[src/design/jmsp_pkg.sv]
// shared types, codes and helpers of the jpeg marker segment parser
`timescale 1ns / 1ps

package jmsp_pkg;

    localparam int MAX_FILL_BYTES = 6;
    localparam int FILL_W         = $clog2(MAX_FILL_BYTES + 1);

    localparam logic [7:0] BYTE_FILL   = 8'hFF;
    localparam logic [7:0] CODE_SOI    = 8'hD8;
    localparam logic [7:0] CODE_SOS    = 8'hDA;
    localparam logic [7:0] CODE_EOI    = 8'hD9;
    localparam logic [7:0] COMP_COLOR  = 8'd3;
    localparam logic [15:0] LEN_MIN    = 16'd2;
    localparam logic [15:0] LEN_FRAME  = 16'd8;

    localparam logic [2:0] ST_BUSY      = 3'd0;
    localparam logic [2:0] ST_SCAN      = 3'd1;
    localparam logic [2:0] ST_NOT_JPEG  = 3'd2;
    localparam logic [2:0] ST_FILL      = 3'd3;
    localparam logic [2:0] ST_BAD_LEN   = 3'd4;
    localparam logic [2:0] ST_NO_IMAGE  = 3'd5;
    localparam logic [2:0] ST_TRUNCATED = 3'd6;

    localparam logic [15:0] OFF_HEIGHT_HI = 16'd3;
    localparam logic [15:0] OFF_HEIGHT_LO = 16'd4;
    localparam logic [15:0] OFF_WIDTH_HI  = 16'd5;
    localparam logic [15:0] OFF_WIDTH_LO  = 16'd6;
    localparam logic [15:0] OFF_COMPS     = 16'd7;

    typedef struct packed {
        logic [2:0]  status;
        logic [15:0] image_height;
        logic [15:0] image_width;
        logic        is_color;
        logic [7:0]  frame_marker;
    } t_result;

    function automatic logic is_frame_code(input logic [7:0] code);
        logic res;
        res = (code[7:4] == 4'hC) && (code[1:0] != 2'b00 || code[3:2] == 2'b00);
        return res;
    endfunction

endpackage

[src/design/jpeg_marker_segment_parser_core.sv]
// Top level of the jpeg marker segment parser. One file byte enters per beat
// and each byte yields one result beat carrying the running status and the
// frame values held so far; the parser keeps taking a byte every cycle as
// long as the result register is free or being drained in the same cycle.
// The result register is the only stage between the byte state machine and
// the output, so a result appears in the cycle after its byte is taken.
// Assert restart with the first byte of each new file; a final status is
// held until then.
`timescale 1ns / 1ps

module jpeg_marker_segment_parser_core (
    input  logic        i_clk,
    input  logic        i_rst_n,
    input  logic        i_in_valid,
    output logic        o_in_stall,
    input  logic        i_restart,
    input  logic [7:0]  i_data_byte,
    input  logic        i_end_of_file,
    output logic        o_out_valid,
    input  logic        i_out_stall,
    output logic [2:0]  o_status,
    output logic [15:0] o_image_height,
    output logic [15:0] o_image_width,
    output logic        o_is_color,
    output logic [7:0]  o_frame_marker
);
    import jmsp_pkg::*;

    logic    accept;
    t_result next_res;
    t_result r_res;
    logic    r_out_valid;

    assign o_in_stall = r_out_valid & i_out_stall;
    assign accept     = i_in_valid & ~o_in_stall;

    jmsp_parser u_parser (
        .i_clk         (i_clk),
        .i_rst_n       (i_rst_n),
        .i_accept      (accept),
        .i_restart     (i_restart),
        .i_data_byte   (i_data_byte),
        .i_end_of_file (i_end_of_file),
        .o_next        (next_res)
    );

    always_ff @(posedge i_clk) begin
        if (!i_rst_n) begin
            r_out_valid <= 1'b0;
        end else if (accept) begin
            r_out_valid <= 1'b1;
        end else if (!i_out_stall) begin
            r_out_valid <= 1'b0;
        end
    end

    always_ff @(posedge i_clk) begin
        if (accept) begin
            r_res <= next_res;
        end
    end

    assign o_out_valid    = r_out_valid;
    assign o_status       = r_res.status;
    assign o_image_height = r_res.image_height;
    assign o_image_width  = r_res.image_width;
    assign o_is_color     = r_res.is_color;
    assign o_frame_marker = r_res.frame_marker;

endmodule

[src/design/jmsp_parser.sv]
// byte-wise marker segment state machine, one byte per beat
`timescale 1ns / 1ps

module jmsp_parser (
    input  logic              i_clk,
    input  logic              i_rst_n,
    input  logic              i_accept,
    input  logic              i_restart,
    input  logic [7:0]        i_data_byte,
    input  logic              i_end_of_file,
    output jmsp_pkg::t_result o_next
);
    import jmsp_pkg::*;

    typedef enum logic [2:0] {
        PH_START_FF,
        PH_START_D8,
        PH_MARKER,
        PH_LEN_HI,
        PH_LEN_LO,
        PH_PAYLOAD,
        PH_DONE
    } t_phase;

    t_phase              r_phase, c_phase, n_phase;
    logic [FILL_W-1:0]   r_fill, c_fill, n_fill;
    logic [7:0]          r_marker, c_marker, n_marker;
    logic [7:0]          r_len_high, c_len_high, n_len_high;
    logic [15:0]         r_seg_len, c_seg_len, n_seg_len;
    logic [15:0]         r_offset, c_offset, n_offset;
    logic [15:0]         r_height, c_height, n_height;
    logic [15:0]         r_width, c_width, n_width;
    logic                r_color, c_color, n_color;
    logic [7:0]          r_frame, c_frame, n_frame;
    logic [2:0]          r_status, c_status, n_status;
    logic [15:0]         r_cap_height, n_cap_height;
    logic [15:0]         r_cap_width, n_cap_width;
    logic                r_cap_color, n_cap_color;
    logic [15:0]         len_word;
    logic                frame_seg;
    logic                last_byte;

    always_comb begin
        c_phase    = i_restart ? PH_START_FF : r_phase;
        c_fill     = i_restart ? '0 : r_fill;
        c_marker   = i_restart ? 8'd0 : r_marker;
        c_len_high = i_restart ? 8'd0 : r_len_high;
        c_seg_len  = i_restart ? 16'd0 : r_seg_len;
        c_offset   = i_restart ? 16'd0 : r_offset;
        c_height   = i_restart ? 16'd0 : r_height;
        c_width    = i_restart ? 16'd0 : r_width;
        c_color    = i_restart ? 1'b0 : r_color;
        c_frame    = i_restart ? 8'd0 : r_frame;
        c_status   = i_restart ? ST_BUSY : r_status;

        n_phase      = c_phase;
        n_fill       = c_fill;
        n_marker     = c_marker;
        n_len_high   = c_len_high;
        n_seg_len    = c_seg_len;
        n_offset     = c_offset;
        n_height     = c_height;
        n_width      = c_width;
        n_color      = c_color;
        n_frame      = c_frame;
        n_status     = c_status;
        n_cap_height = r_cap_height;
        n_cap_width  = r_cap_width;
        n_cap_color  = r_cap_color;

        len_word  = {c_len_high, i_data_byte};
        frame_seg = is_frame_code(c_marker);
        last_byte = ({1'b0, c_offset} + 17'd1) >= {1'b0, c_seg_len};

        if (c_phase != PH_DONE) begin
            if (i_end_of_file) begin
                n_status = ST_TRUNCATED;
                n_phase  = PH_DONE;
            end else begin
                case (c_phase)
                    PH_START_FF: begin
                        if (i_data_byte == BYTE_FILL) begin
                            n_phase = PH_START_D8;
                        end else begin
                            n_status = ST_NOT_JPEG;
                            n_phase  = PH_DONE;
                        end
                    end
                    PH_START_D8: begin
                        if (i_data_byte == CODE_SOI) begin
                            n_fill  = '0;
                            n_phase = PH_MARKER;
                        end else begin
                            n_status = ST_NOT_JPEG;
                            n_phase  = PH_DONE;
                        end
                    end
                    PH_MARKER: begin
                        if (i_data_byte == BYTE_FILL) begin
                            if (c_fill >= FILL_W'(MAX_FILL_BYTES)) begin
                                n_status = ST_FILL;
                                n_phase  = PH_DONE;
                            end else begin
                                n_fill = c_fill + FILL_W'(1);
                            end
                        end else begin
                            n_marker = i_data_byte;
                            n_phase  = PH_LEN_HI;
                        end
                    end
                    PH_LEN_HI: begin
                        n_len_high = i_data_byte;
                        n_phase    = PH_LEN_LO;
                    end
                    PH_LEN_LO: begin
                        n_seg_len = len_word;
                        if (len_word < LEN_MIN) begin
                            n_status = ST_BAD_LEN;
                            n_phase  = PH_DONE;
                        end else if (c_marker == CODE_SOS) begin
                            n_status = ST_SCAN;
                            n_phase  = PH_DONE;
                        end else if (c_marker == CODE_EOI) begin
                            n_status = ST_NO_IMAGE;
                            n_phase  = PH_DONE;
                        end else if (len_word == LEN_MIN) begin
                            if (frame_seg) begin
                                n_frame = c_marker;
                            end
                            n_fill  = '0;
                            n_phase = PH_MARKER;
                        end else begin
                            n_offset = LEN_MIN;
                            n_phase  = PH_PAYLOAD;
                        end
                    end
                    PH_PAYLOAD: begin
                        case (c_offset)
                            OFF_HEIGHT_HI: n_cap_height = {i_data_byte, r_cap_height[7:0]};
                            OFF_HEIGHT_LO: n_cap_height = {r_cap_height[15:8], i_data_byte};
                            OFF_WIDTH_HI:  n_cap_width  = {i_data_byte, r_cap_width[7:0]};
                            OFF_WIDTH_LO:  n_cap_width  = {r_cap_width[15:8], i_data_byte};
                            OFF_COMPS:     n_cap_color  = (i_data_byte == COMP_COLOR);
                            default:       n_cap_color  = r_cap_color;
                        endcase
                        if (last_byte) begin
                            if (frame_seg) begin
                                if (c_seg_len >= LEN_FRAME) begin
                                    n_height = n_cap_height;
                                    n_width  = n_cap_width;
                                    n_color  = n_cap_color;
                                end
                                n_frame = c_marker;
                            end
                            n_fill  = '0;
                            n_phase = PH_MARKER;
                        end else begin
                            n_offset = c_offset + 16'd1;
                        end
                    end
                    default: begin
                        n_status = ST_TRUNCATED;
                        n_phase  = PH_DONE;
                    end
                endcase
            end
        end

        o_next.status       = n_status;
        o_next.image_height = n_height;
        o_next.image_width  = n_width;
        o_next.is_color     = n_color;
        o_next.frame_marker = n_frame;
    end

    always_ff @(posedge i_clk) begin
        if (!i_rst_n) begin
            r_phase    <= PH_START_FF;
            r_fill     <= '0;
            r_marker   <= 8'd0;
            r_len_high <= 8'd0;
            r_seg_len  <= 16'd0;
            r_offset   <= 16'd0;
            r_height   <= 16'd0;
            r_width    <= 16'd0;
            r_color    <= 1'b0;
            r_frame    <= 8'd0;
            r_status   <= ST_BUSY;
        end else if (i_accept) begin
            r_phase    <= n_phase;
            r_fill     <= n_fill;
            r_marker   <= n_marker;
            r_len_high <= n_len_high;
            r_seg_len  <= n_seg_len;
            r_offset   <= n_offset;
            r_height   <= n_height;
            r_width    <= n_width;
            r_color    <= n_color;
            r_frame    <= n_frame;
            r_status   <= n_status;
        end
    end

    // values caught mid-segment, only committed once the segment is complete
    always_ff @(posedge i_clk) begin
        if (i_accept) begin
            r_cap_height <= n_cap_height;
            r_cap_width  <= n_cap_width;
            r_cap_color  <= n_cap_color;
        end
    end

endmodule
[config.mk]
export PLATFORM = sky130hd
export DESIGN_NAME = jpeg_marker_segment_parser_core
export DESIGN_NICKNAME = d
export VERILOG_FILES = /design/src/design/jmsp_pkg.sv /design/src/design/jpeg_marker_segment_parser_core.sv /design/src/design/jmsp_parser.sv
export SDC_FILE = /design/constraint.sdc
export NUM_CORES = 1
export LEC_CHECK = 0
export ABC_AREA = 0
export BUFFER_PORTS_ARGS = -buffer_cell sky130_fd_sc_hd__clkbuf_2
export CORE_UTILIZATION = 55
export DETAILED_ROUTE_END_ITERATION = 6
export GPL_TIMING_DRIVEN = 0
export PLACE_DENSITY = 0.85
export SYNTH_ARGS = -nofsm -noshare
export SYNTH_HDL_FRONTEND = slang
export SYNTH_HIERARCHICAL = 1
export SYNTH_SLANG_ARGS = --single-unit
export TNS_END_PERCENT = 100
[constraint.sdc]
create_clock -name i_clk -period 7.52 [get_ports i_clk]
set_input_delay 1.504 -clock i_clk [delete_from_list [all_inputs] [get_ports i_clk]]
set_output_delay 1.504 -clock i_clk [all_outputs]
set_load 0.01 [all_outputs]
* After elaboration in Yosys (flattened, before gate mapping) *
Index checks and enable logic that the tools add are counted.

storage, ports and cells
  bits of input ports = 14
  word-level logic and storage cells = 151
  output and inout bits = 46
  bits in registers = 176

cells by class
  $add $sub $neg = 3
  equality and inequality tests = 19
  $lt $le $gt $ge = 4
  multiplexer cells = 94
  reduce and logical (&&, ||, !) cells = 7
  bitwise logic cells = 4

operator list
  kind                   number
  $mux 16                26
  $mux 8                 18
  $mux 3                 33
  $pmux 16 s2            3
  $eq 16x3->1 const B    4
  $eq 16x2->1 const B    2
  $eq 8x8->1 const B     4
  $pmux 3 s6             1
  $add 16x1->17 const B  1
  $ge 17x16->1           1
  $add 16x1->16 const B  1
  $ge 16x4->1 const B    1
  $lt 16x2->1 const B    1
  $pmux 8 s2             1
  $pmux 3 s5             1
  $pmux 3 s4             1
  $mux 1                 10
  $eq 8x2->1 const B     1
  $eq 3x2->1 const B     2
  $eq 3x3->1 const B     2
  $eq 4x4->1 const B     1
  $reduce_and 4->1       1
  $add 3x1->3 const B    1
  $eq 3x1->1 const B     1
  other kinds (11)       13

* Depth between registers and ports, before layout *
Gate-level depths: netlist of the first run.

  word-level depth = 12
  gate-level depth with buffers = 22
  gate-level depth less buffers = 17

* Hierarchy *
The synthesis of the first run kept the hierarchy.

modules (own cells, without submodules)
  module                           seq. area each (um^2)  cells an instance  area each (um^2)  instances
  jmsp_parser                      2,952.8                834                7,352.1           1
  jpeg_marker_segment_parser_core  1,341.3                48                 1,363.8           1

* Worst setup path after synthesis of the first run *
No wires, ideal clock.

  kind = in2reg
  start point = input i_out_stall
  end point = register u_parser.r_cap_color, enable pin
  data arrival time = 6.936 ns
  setup time = 0.464 ns
  slack = 0.120 ns
  stages = 5
  required time = 7.056 ns
  buffers on the path = 1
  path through = and2_4 nor2b_1 inv_1 clkbuf_1 nor3_1

between the ends
  word-level cells in the longest chain between the ends = 4

ends and longest elaborated chain
  what                               line                                   RTL
  start, declared                    jpeg_marker_segment_parser_core.sv:20  input logic i_out_stall,
  $and 1x1->1                        jpeg_marker_segment_parser_core.sv:34  assign o_in_stall = r_out_valid & i_out_stall;
  $not 1->1                          jpeg_marker_segment_parser_core.sv:35  assign accept = i_in_valid & ~o_in_stall;
  $and 1x1->1                        jpeg_marker_segment_parser_core.sv:35
  named net accept                   jpeg_marker_segment_parser_core.sv:29  logic accept;
  $reduce_and 4->1 (no source line)  n/a
  end signal, assigned               jmsp_parser.sv:209                     r_cap_color <= n_cap_color;
  end, declared                      jmsp_parser.sv:38                      logic r_cap_color, n_cap_color;

The timed path passes the listed nets, and every way through them passes these cells.
A chain may end at the register's enable or synchronous reset.

* Worst setup path after layout of the first run *
  start point = input i_restart
  end point = register r_res (netlist bit o_is_color), data pin

between the ends
  word-level cells in the longest chain between the ends = 9
  elaborated cells between the ends (all ways) = 23
  classes of those cells = add/sub (1); order compare (2); eq/ne (4); mux (12); reduce/logical (4)

ends and longest elaborated chain
  what                                                                   line                                   RTL
  start, declared                                                        jpeg_marker_segment_parser_core.sv:16  input logic i_restart,
  parallel branches: the longest is 8 deep, another holds $add 16x1->17  n/a
  $mux 1 (*)                                                             jmsp_parser.sv:75                      if (c_phase != PH_DONE) begin
  named net u_parser.n_color                                             jmsp_parser.sv:33                      logic r_color, c_color, n_color;
  end signal, assigned                                                   jpeg_marker_segment_parser_core.sv:59  r_res <= next_res;
  end, declared                                                          jpeg_marker_segment_parser_core.sv:31  t_result r_res;

Mark *: on every way through the listed nets, which the timed path passes.

==> run summary, run 1 <==
Hold-fix buffers, CTS -> 0
total grt overflow -> 0
number of global-route vias before repair -> 7104
synth unique cells -> 66
DRT iter0 DRCs -> 893
# Max-Cap Violations -> 0
vias post-DR -> 7584
CORE AREA -> 15300 um^2
Crit path required time -> 7.84 ns
GRT Overall Usage -> 30.3%
xor/xnor share of the synthesized area -> 1.41%
Seq/Total Area, Yosys -> 49.3%
Synth Register Bits -> 176
root buffer cell -> clkbuf_16
dpl cells -> 1148
initial antenna violation count -> 0
Worst Path Arrival -> 7.33 ns
PostCTS Resize Cnt -> 0
DRC -> 0
largest net degree at the start of global routing -> 29
final antenna-violating net count -> 0
Post-Route WL -> 24.1 mm
Syn Std Cell Area -> 8720 um^2
io pins -> 60
Final Power -> 2.03 mW
RSZ-0062 raised after global routing -> false
Ys Warns -> 6
1st-pass router iterations -> 6
Yosys top cell by area -> edfxtp_1
Avg Vias per Cell -> 6.43
Final WS setup -> 0.511 ns
Worst Setup Start Kind -> input pin
LEAKAGE -> 3.71 nW
worst slew pin tran -> 1.33 ns
Num CTS Buffers -> 17
Setup CP Type -> input pin to flip-flop
number of flops mapped to enable cells by yosys -> 77
area of the die -> 16400 um^2
drt wl/cell -> 20.4 um
worst r2r src -> u_parser/r_offset[1]
mux contribution to synthesized area -> 4.36%
Hold Startpoint -> u_parser/r_frame[4]
Synth Area in Compound Gates -> 19.2%
Cell Pwr Density -> 206 nW/um^2
Synth Area in Simple Gates -> 18.1%
first-pass GRT wire length -> 37.7 mm
synth-to-layout area growth -> 13.4%
Crit. End Element -> flip-flop
maximum VDD drop -> 0.161 mV
Tmin final -> 7.01 ns
Synth Instances -> 882
routability cong. -> 0.934
Clock Tree Buf Depth -> 2
share of the synthesized area in the top cell type -> 26.5%
postcts setup bufs -> 0
Fin. Hold Viols -> 0
Non-Filler Instances -> 1180
initial core utilization -> 56.9%
final setup fails -> 0
CP max FO -> 10
Clock Latency Late Sink -> 0.44 ns
Adder-Cell Fraction of Synth Area -> 3.16%
Pins Over Slew Limit -> 0
die height -> 128 um
IO Port Bufs -> 51
Rel. slew slack -> 10.8%
hold slack -> 0.443 ns
largest family of logic cells by synthesized area -> compound AO/OA/AOI/OAI gates
syn nets -> 918
Die Wd -> 128 um
ranking of synthesized cells by area -> edfxtp_1 (27%), dfxtp_1 (23%), mux2i_1 (4.4%)
CTS tree -> done
# diodes -> 0
critical path startpoint -> i_restart
clk slew on worst S/H paths -> 0.07 ns
FMAX -> 143 MHz
Clock Sinks -> 176
status -> finished, final reports clean
ys async rst share -> 0%
# rows -> 45
min-delay worst type -> flip-flop to flip-flop
post-DP HPWL -> 16.4 mm
Max Clock Skew -> 0.00858 ns
fin crit share -> 93.2%
share of layout cells above drive strength 1 -> 13.5%
H-tree depth -> 4
Top FF cell, synth -> dfxtp_1
syn_area_per_cell -> 9.88 um^2
Final nets -> 992
Place WS -> 0.364 ns
==> power by group <==
part / internal, mW / switching [mW] / total (mW)
sequential: 1.01 / 0.00640 / 1.01
clock: 0.502 / 0.384 / 0.886
combinational: 0.0339 / 0.0984 / 0.132
==> cells by family (layout without fill, tap and decap cells) <==
kind of cell / count (synthesis) / in the layout
AO/OA/AOI/OAI: 226 / 226
multiplexers: 38 / 38
AND/OR/NAND/NOR: 315 / 315
buffers and inverters: 91 / 178
adder cells (fa/ha/maj): 22 / 22
flip-flops: 176 / 176
XOR/XNOR: 14 / 14
==> cell usage in the layout, fill, tap and decap left out, drive strengths merged, types with 23 or more instances in the layout <==
| cell | instances |
|---|---|
| clkbuf | 107 |
| dfxtp | 99 |
| nand2 | 94 |
| nor2 | 91 |
| edfxtp | 77 |
| mux2i | 38 |
| a22oi | 36 |
| inv | 34 |
| o21ai | 32 |
| buf | 30 |
| a32o | 23 |
==> metal layers <==
metal | track usage [%] | share of wire [%] | vias up | wire length, um
met2 | 46.9 | 45 | 448 | 10800
met4 | 16.5 | 3.9 | 0 | 938
met3 | 4.80 | 9.1 | 84 | 2180
li1 | - | - | 3426 | -
met1 | 41.0 | 42 | 3626 | 10200
met5 | 0 | 0 | - | 0
==> area by class of cell <==
type | count | area [um^2]
clock buffer | 21 | 450
fill | 1232 | 5430
buffer | 61 | 283
clock inverter | 11 | 130
multi-input combinational | 615 | 4040
sequential | 176 | 4290
tap | 211 | 264
inverter | 30 | 113
timing repair buffer | 55 | 309
==> cells in the mapped netlist (10+ instances only) <==
master and number:
dfxtp_1 99, a21o_1 18, clkbuf_1 35, nor2_1 90
a21oi_1 21, nor4_1 10, a31oi_1 10, nand2_1 94
o21ai_0 25, nand3_1 17, a32o_1 23, nand2b_1 10
nor3b_1 16, edfxtp_1 77, nor3_1 16, inv_1 30
and2_1 12, buf_2 19, ha_1 22, o22ai_1 20
mux2i_1 38, a22o_1 17, a22oi_1 36, nor2b_1 18
==> state kept, by name (all words and copies together), names as in the netlist, 16 cells and up <==
| register | flops |
|---|---|
| u_parser/r_cap_height | 16 |
| o_image_height | 16 |
| u_parser/r_width | 16 |
| u_parser/r_offset | 16 |
| u_parser/r_seg_len | 16 |
| o_image_width | 16 |
| u_parser/r_height | 16 |
| u_parser/r_cap_width | 16 |
==> worst paths after layout <==
kind | end | cells past startpoint | slack (ns)
setup / recovery | o_is_color | 21 | 0.51
hold / removal | u_parser/r_frame[4] | 1 | 0.44
setup reg to reg | o_is_color | 16 | 2.78
hold reg to reg | u_parser/r_frame[4] | 1 | 0.44
==> through the flow <==
step	util, %	setup TNS, ns	cell area (um^2)
after detailed placement	60.7	0	9300
after floorplan	-	0	8720
after CTS	64.5	0	9880
final	64.5	0	9880
after global placement	60.3	-105.04	9240
after global routing	64.5	0	9880
==> worst max-delay path: stages <==
cell and delay, ns:
buf_4 0.16, inv_1 0.29, clkbuf_1 0.53, clkbuf_1 0.58
nand2_1 0.21, inv_1 0.20, ha_1 0.34, nand3_2 0.17
nor4_4 0.48, nand3_1 0.15, xnor2_1 0.14, and2_1 0.18
ha_1 0.30, nand2_1 0.08, nor3_1 0.32, a21oi_1 0.15
o211a_2 0.35, nor2_4 0.26, buf_2 0.34, mux2i_1 0.39
buf_4 0.17
No activity file was read; power rests on OpenSTA's default activity.
==> inputs of run 2 (changes only) <==
- BUFFER_PORTS_ARGS: -buffer_cell sky130_fd_sc_hd__clkbuf_2 -> default
- DONT_BUFFER_PORTS: default -> 1
- PLACE_DENSITY: 0.85 -> 0.82
==> run 2 against run 1 <==
Effect of this change:
- the flow now finishes with violations (DRC)
- worst setup slack improved by 0.053 ns
- die area stayed put
- utilization is 1.7 points lower
- worst hold slack worse by 0.00073 ns
- first-iteration DRC count is 0.11% higher
- sequential power barely moved
- critical path depth rose by 1
- flip-flop and latch count unchanged
- routed wire length down 0.52%
- combinational power decreased by 14%
- critical path type unchanged
- critical endpoint is now u_parser/r_height[11]
==> run summary, run 2 (synthesis gave the netlist of run 1 again) <==
# diodes -> 0 (unchanged)
Final nets -> 940 (-5.2%)
final setup fails -> 0 (unchanged)
Tmin final -> 6.96 ns (-0.0528 ns)
DRC -> 4 (+4)
CP peak stage delay -> 0.62 ns (+0.04 ns)
Die Wd -> 128 um (unchanged)
Rel. slew slack -> 12.0% (+1.2 points)
final antenna-violating net count -> 0 (unchanged)
flop-to-flop setup slack -> 2.89 ns (+0.11 ns)
Crit Reg-Reg Endpoint -> u_parser/r_height[11]
total grt overflow -> 0 (unchanged)
Final WS setup -> 0.563 ns (+0.0528 ns)
CORE AREA -> 15300 um^2 (unchanged)
Worst Path Arrival -> 7.25 ns (-0.08 ns)
# rows -> 45 (unchanged)
LEAKAGE -> 3.49 nW (-5.9%)
IO Port Bufs -> 0 (-100%)
worst-path cell chain -> buf_4 -> inv_1 -> clkbuf_1 -> clkbuf_1 -> nand2_1 -> inv_1 -> ha_1 -> nand3_2 -> nor4_4 -> nand3_1 -> xnor2_1 -> and2_1 -> ha_1 -> nand2_1 -> nor3_1 -> a21oi_1 -> o211a_2 -> nor2_4 -> o21a_1 -> buf_2 -> buf_2 -> o22ai_1
H-tree depth -> 4 (unchanged)
drt wl/cell -> 21.2 um (+4.1%)
WP buf/inv -> 7 (unchanged)
Num CTS Buffers -> 17 (unchanged)
PostCTS Resize Cnt -> 0 (unchanged)
CP max FO -> 10 (unchanged)
Clock Latency Late Sink -> 0.43 ns (about the same)
Max Clock Skew -> 0.00908 ns (+0.000501 ns)
Worst Setup Start Kind -> input pin
Fin. Hold Viols -> 0 (unchanged)
critical path startpoint -> i_restart
Critical Path Sink -> u_parser/r_height[11]
io pins -> 60 (unchanged)
Critical-path top delay cell -> clkbuf_1
status -> finished with violations
Setup TNS -> 0 ns (unchanged)
Post-Route WL -> 24.0 mm (-0.52%)
Pins Over Slew Limit -> 0 (unchanged)
number of global-route vias before repair -> 7014 (-1.3%)
area of the die -> 16400 um^2 (unchanged)
vias post-DR -> 7335 (-3.3%)
die height -> 128 um (unchanged)
Place WS -> 0.379 ns (+0.0147 ns)
FMAX -> 144 MHz (+0.76%)
post-DP HPWL -> 16.0 mm (-2.4%)
Crit. path cell count -> 22 (+4.8%)
CTS tree -> done
1st-pass router iterations -> 7 (+1)
routability cong. -> 0.934 (about the same)
largest net degree at the start of global routing -> 30 (+3.4%)
most frequent cells in the layout -> dfxtp_1 (99), nand2_1 (94), nor2_1 (90)
root buffer cell -> clkbuf_16
worst r2r path cells -> 18 (+2)
Crit. End Element -> flip-flop
RSZ-0062 raised after global routing -> false
worst r2r src -> u_parser/r_offset[0]
clk slew on worst S/H paths -> 0.07 ns (about the same)
Hold-fix buffers, CTS -> 0 (unchanged)
DRT iter0 DRCs -> 894 (+0.11%)
GRT Overall Usage -> 30.1% (-0.29 points)
synth-to-layout area growth -> 10.4%
worst slew pin tran -> 1.31 ns (-0.0179 ns)
commonest non-fill, non-tap cell in the layout -> dfxtp_1
hold slack -> 0.442 ns (-0.000731 ns)
share of layout cells above drive strength 1 -> 9.16% (-4.4 points)
Avg Vias per Cell -> 6.50 (+1.2%)
first-pass GRT wire length -> 37.3 mm (-0.93%)
postcts setup bufs -> 0 (unchanged)
Clock Sinks -> 176 (unchanged)
initial core utilization -> 56.9% (unchanged)
CP top delay family -> buffers and inverters
fin crit share -> 92.5% (-0.70 points)
min-delay worst type -> flip-flop to flip-flop
maximum VDD drop -> 0.166 mV (+2.9%)
Cell Pwr Density -> 209 nW/um^2 (+1.8%)
Setup CP Type -> input pin to flip-flop
initial antenna violation count -> 0 (unchanged)
Final Power -> 2.01 mW (-0.89%)
violated checks -> DRC
Crit path required time -> 7.82 ns (-0.02 ns)
# Max-Cap Violations -> 0 (unchanged)
Clock Tree Buf Depth -> 2 (unchanged)
==> run 2: changes by cell type in the layout (fill, tap and decap cells not counted), moves of 2 or more <==
cell	previous run	this run
clkinv_1	2	0
inv_6	3	6
clkbuf_2	51	0
clkinv_2	0	2
clkinv_4	2	0
clkbuf_1	38	35
==> run 2: area by class of cell <==
type,instances,area (um^2)
Multi-Input combinational cell,615,4040
Clock buffer,18,439
Timing Repair Buffer,3,42.5
Sequential cell,176,4290
Buffer,61,283
Clock inverter,14,146
Fill cell,1250,5690
Inverter,30,113
Tap cell,211,264
==> run 2: worst min-delay path by stage <==
stage / start / endpoint / depth (start not counted)
floorplan: u_parser/r_frame[4] / u_parser/r_frame[4] / 1
global placement: u_parser/r_frame[5] / u_parser/r_frame[5] / 1
detailed placement: u_parser/r_frame[5] / u_parser/r_frame[5] / 1
CTS: u_parser/r_frame[5] / u_parser/r_frame[5] / 1
global route: u_parser/r_frame[5] / u_parser/r_frame[5] / 1
finish: u_parser/r_frame[5] / u_parser/r_frame[5] / 1
==> run 2: metal layers <==
layer  vias to the layer above  routed length [um]  GRT usage, %
li1                       3316                   -             -
met1                      3535               10000          40.7
met2                       413               10800          45.3
met3                        71                2370          7.14
met4                         0                 832          14.9
met5                         -                   0             0
==> run 2: worst register-to-register path: cells and delay by family (launching register included) <==
family	cells	cell delay, ns
fa+ha+maj	2	0.63
simple gates	8	1.81
buf+inv	3	0.68
flops	1	0.47
xor+xnor	1	0.14
compound gates	4	0.79
==> run 2: where the power goes <==
group / switching [mW] / internal [mW]
Clock: 0.401 / 0.477
Combinational: 0.0886 / 0.0259
Sequential: 0.0133 / 1.01
Total: 0.503 / 1.51
==> run 2: per-stage QoR <==
step / std cells / utilization (%) / instance area, um^2
floorplan: 882 / - / 8720
global placement: 1093 / 58.6 / 8980
detailed placement: 1096 / 59.0 / 9030
CTS: 1128 / 62.8 / 9620
global route: 1128 / 62.8 / 9620
finish: 1128 / 62.8 / 9620
==> inputs of run 3 (changes only) <==
- ABC_AREA: 0 -> 1
- SYNTH_HIERARCHICAL: 1 -> default
==> run 3 against run 2 <==
Effect of this change:
- the flow still finishes with violations (DRC)
- non-clock buffer count down 4
- worst hold slack better by 0.026 ns
- maximum frequency up 34%
- sequential power up 6%
- critical path depth up 4
- clock power about the same
- utilization down 1.8 points
- combinational power up 140%
- count of clock-buffer cells in the layout up 1
- largest cell class is now multi-input gates
==> run summary, run 3 <==
Clock Sinks -> 176 (unchanged)
Clock Tree Buf Depth -> 2 (unchanged)
Max Clock Skew -> 0.0174 ns (+0.00837 ns)
root buffer cell -> clkbuf_16
# rows -> 49 (+8.9%)
synth-to-layout area growth -> 8.95%
Clock Latency Late Sink -> 0.45 ns (+0.02 ns)
Avg Vias per Cell -> 5.88 (-9.6%)
Synth Instances -> 1332 (+51%)
clk slew on worst S/H paths -> 0.08 ns (about the same)
GRT Overall Usage -> 30.8% (+0.72 points)
syn_area_per_cell -> 7.53 um^2 (-24%)
Die Wd -> 137 um (+7.2%)
total grt overflow -> 0 (unchanged)
RSZ-0062 raised after global routing -> false
worst slew pin tran -> 0.980 ns (-0.328 ns)
H-tree depth -> 4 (unchanged)
CP max FO -> 10 (unchanged)
Setup TNS -> 0 ns (unchanged)
vias post-DR -> 9371 (+28%)
PostCTS Resize Cnt -> 0 (unchanged)
initial antenna violation count -> 0 (unchanged)
largest net degree at the start of global routing -> 34 (+13%)
number of global-route vias before repair -> 8782 (+25%)
IO Port Bufs -> 0 (unchanged)
Syn Std Cell Area -> 10000 um^2 (+15%)
final setup fails -> 0 (unchanged)
min-delay worst type -> flip-flop to flip-flop
Fin. Hold Viols -> 0 (unchanged)
Yosys top cell by area -> edfxtp_1
# Max-Cap Violations -> 0 (unchanged)
final core utilization -> 61.1% (-1.8 points)
synth unique cells -> 47 (-29%)
post-DP HPWL -> 20.0 mm (+25%)
Setup CP Type -> input pin to flip-flop
Final nets -> 1387 (+48%)
DRC -> 1 (-3)
storage element area -> 4290 um^2 (unchanged)
LEAKAGE -> 5.08 nW (+46%)
Num CTS Buffers -> 17 (unchanged)
commonest non-fill, non-tap cell in the layout -> nand2_1
Cell Pwr Density -> 204 nW/um^2 (-2.4%)
io pins -> 60 (unchanged)
Rel. slew slack -> 34.5% (+23 points)
most frequent cells in the layout -> nand2_1 (304), inv_1 (178), nand3_1 (135)
Crit path required time -> 7.70 ns (-0.12 ns)
GRT met2 Usage -> 50.1% (+4.9 points)
CTS tree -> done
number of flops mapped to enable cells by yosys -> 77 (unchanged)
Post-Route WL -> 27.8 mm (+16%)
Ys Warns -> 0 (-6)
1st-pass router iterations -> 7 (unchanged)
Seq/Total Area, Yosys -> 42.8% (-6.5 points)
cell mode on critical path -> nand2_1
share of the synthesized area in the top cell type -> 23.0% (-3.5 points)
area of the die -> 18800 um^2 (+15%)
Worst Path Arrival -> 5.36 ns (-1.89 ns)
Placed Area -> 10400 um^2 (+15%)
fin crit share -> 68.8% (-24 points)
Finished Cell Area -> 10900 um^2 (+14%)
share of layout cells above drive strength 1 -> 9.82% (+0.66 points)
ranking of synthesized cells by area -> edfxtp_1 (23%), dfxtp_1 (20%), nand2_1 (11%)
global routing usage on met1 -> 40.2% (-0.41 points)
status -> finished with violations
initial core utilization -> 56.0% (-0.87 points)
postcts setup bufs -> 0 (unchanged)
routability cong. -> 0.951 (+1.8%)
DRT iter0 DRCs -> 1093 (+22%)
Tmin final -> 5.18 ns (-1.78 ns)
Top FF cell, synth -> dfxtp_1
hold slack -> 0.468 ns (+0.0265 ns)
GR peak layer -> met2
Synth Register Bits -> 176 (unchanged)
Critical-path top delay cell -> nor2_1
first-pass GRT wire length -> 44.6 mm (+19%)
drt wl/cell -> 17.5 um (-18%)
area of the multi-input gates -> 4730 um^2 (+17%)
final antenna-violating net count -> 0 (unchanged)
# diodes -> 0 (unchanged)
violated checks -> DRC
met3 GRT Util -> 5.52% (-1.6 points)
cell with the most instances after synthesis -> nand2_1
CP peak stage delay -> 0.42 ns (-0.20 ns)
most frequent cells after synthesis -> nand2_1 (304), inv_1 (178), nand3_1 (135), nor2_1 (135), dfxtp_1 (99)
maximum VDD drop -> 0.219 mV (+32%)
die height -> 137 um (+7.2%)
Hold-fix buffers, CTS -> 0 (unchanged)
Crit. End Element -> flip-flop
syn nets -> 1367 (+49%)
CORE AREA -> 17900 um^2 (+17%)
FMAX -> 193 MHz (+34%)
ys async rst share -> 0% (unchanged)
Fillers -> 1547 (+24%)
Worst Setup Start Kind -> input pin
Pins Over Slew Limit -> 0 (unchanged)
run 3: path summary, 6_finish.rpt:
kind                                            from              endpoint  slack, ns  cells past startpoint
worst max register to register  u_parser.r_offset[0]     o_image_height[4]       3.35                     25
worst max-delay path                       i_restart     o_image_height[4]       2.34                     26
worst min-delay path            u_parser.r_offset[6]  u_parser.r_offset[6]       0.47                      2
worst min register to register  u_parser.r_offset[6]  u_parser.r_offset[6]       0.47                      2
run 3: power by group:
group          leakage, nW  switching (mW)  internal (mW)  total (mW)
registers             1.55          0.0346           1.05        1.08
logic                 3.24           0.193         0.0811       0.274
clock network        0.285           0.428          0.451       0.879
run 3: kinds of logic after synthesis:
kind of cell	share of synthesized area, %
AOI/OAI and AO/OA	13.2
buffers and inverters	10.1
xor gates and xnor gates	0.873
DFF	42.8
muxes	0.112
adders and majority gates	2.62
and+or+nand+nor	30.2
run 3: layer usage:
layer  vias to the layer above  share of wire (%)
met1                      4344                 41
met2                       497                 47
li1                       4454                  -
met4                         0                2.9
met5                         -                  0
met3                        76                8.8
run 3: metrics by stage:
stage	setup slack, ns	total power, mW	instances
global route	2.21	2.31	1594
detailed placement	2.01	1.37	1562
global placement	2.02	1.35	1561
floorplan	2.92	1.29	1332
finish	2.34	2.23	1594
CTS	2.45	2.22	1594
run 3: cell type report:
class                   instances  share of cell area [%]
plain buffers                  59                    2.85
clock buffers                  19                    4.05
clock inverters                13                    1.21
inverters                     188                    6.47
multi-input cells             909                    43.3
flip-flops and latches        176                    39.3
well taps                     229                    2.62
repair buffers                  1                   0.252
run 3: critical path, delay by kind of cell:
| kind | cells | cell delay, ns |
|---|---|---|
| AOI/OAI and AO/OA | 1 | 0.08 |
| adders and majority gates | 2 | 0.61 |
| buffers and inverters | 6 | 0.81 |
| and+or+nand+nor | 16 | 2.00 |
| xor gates and xnor gates | 1 | 0.33 |
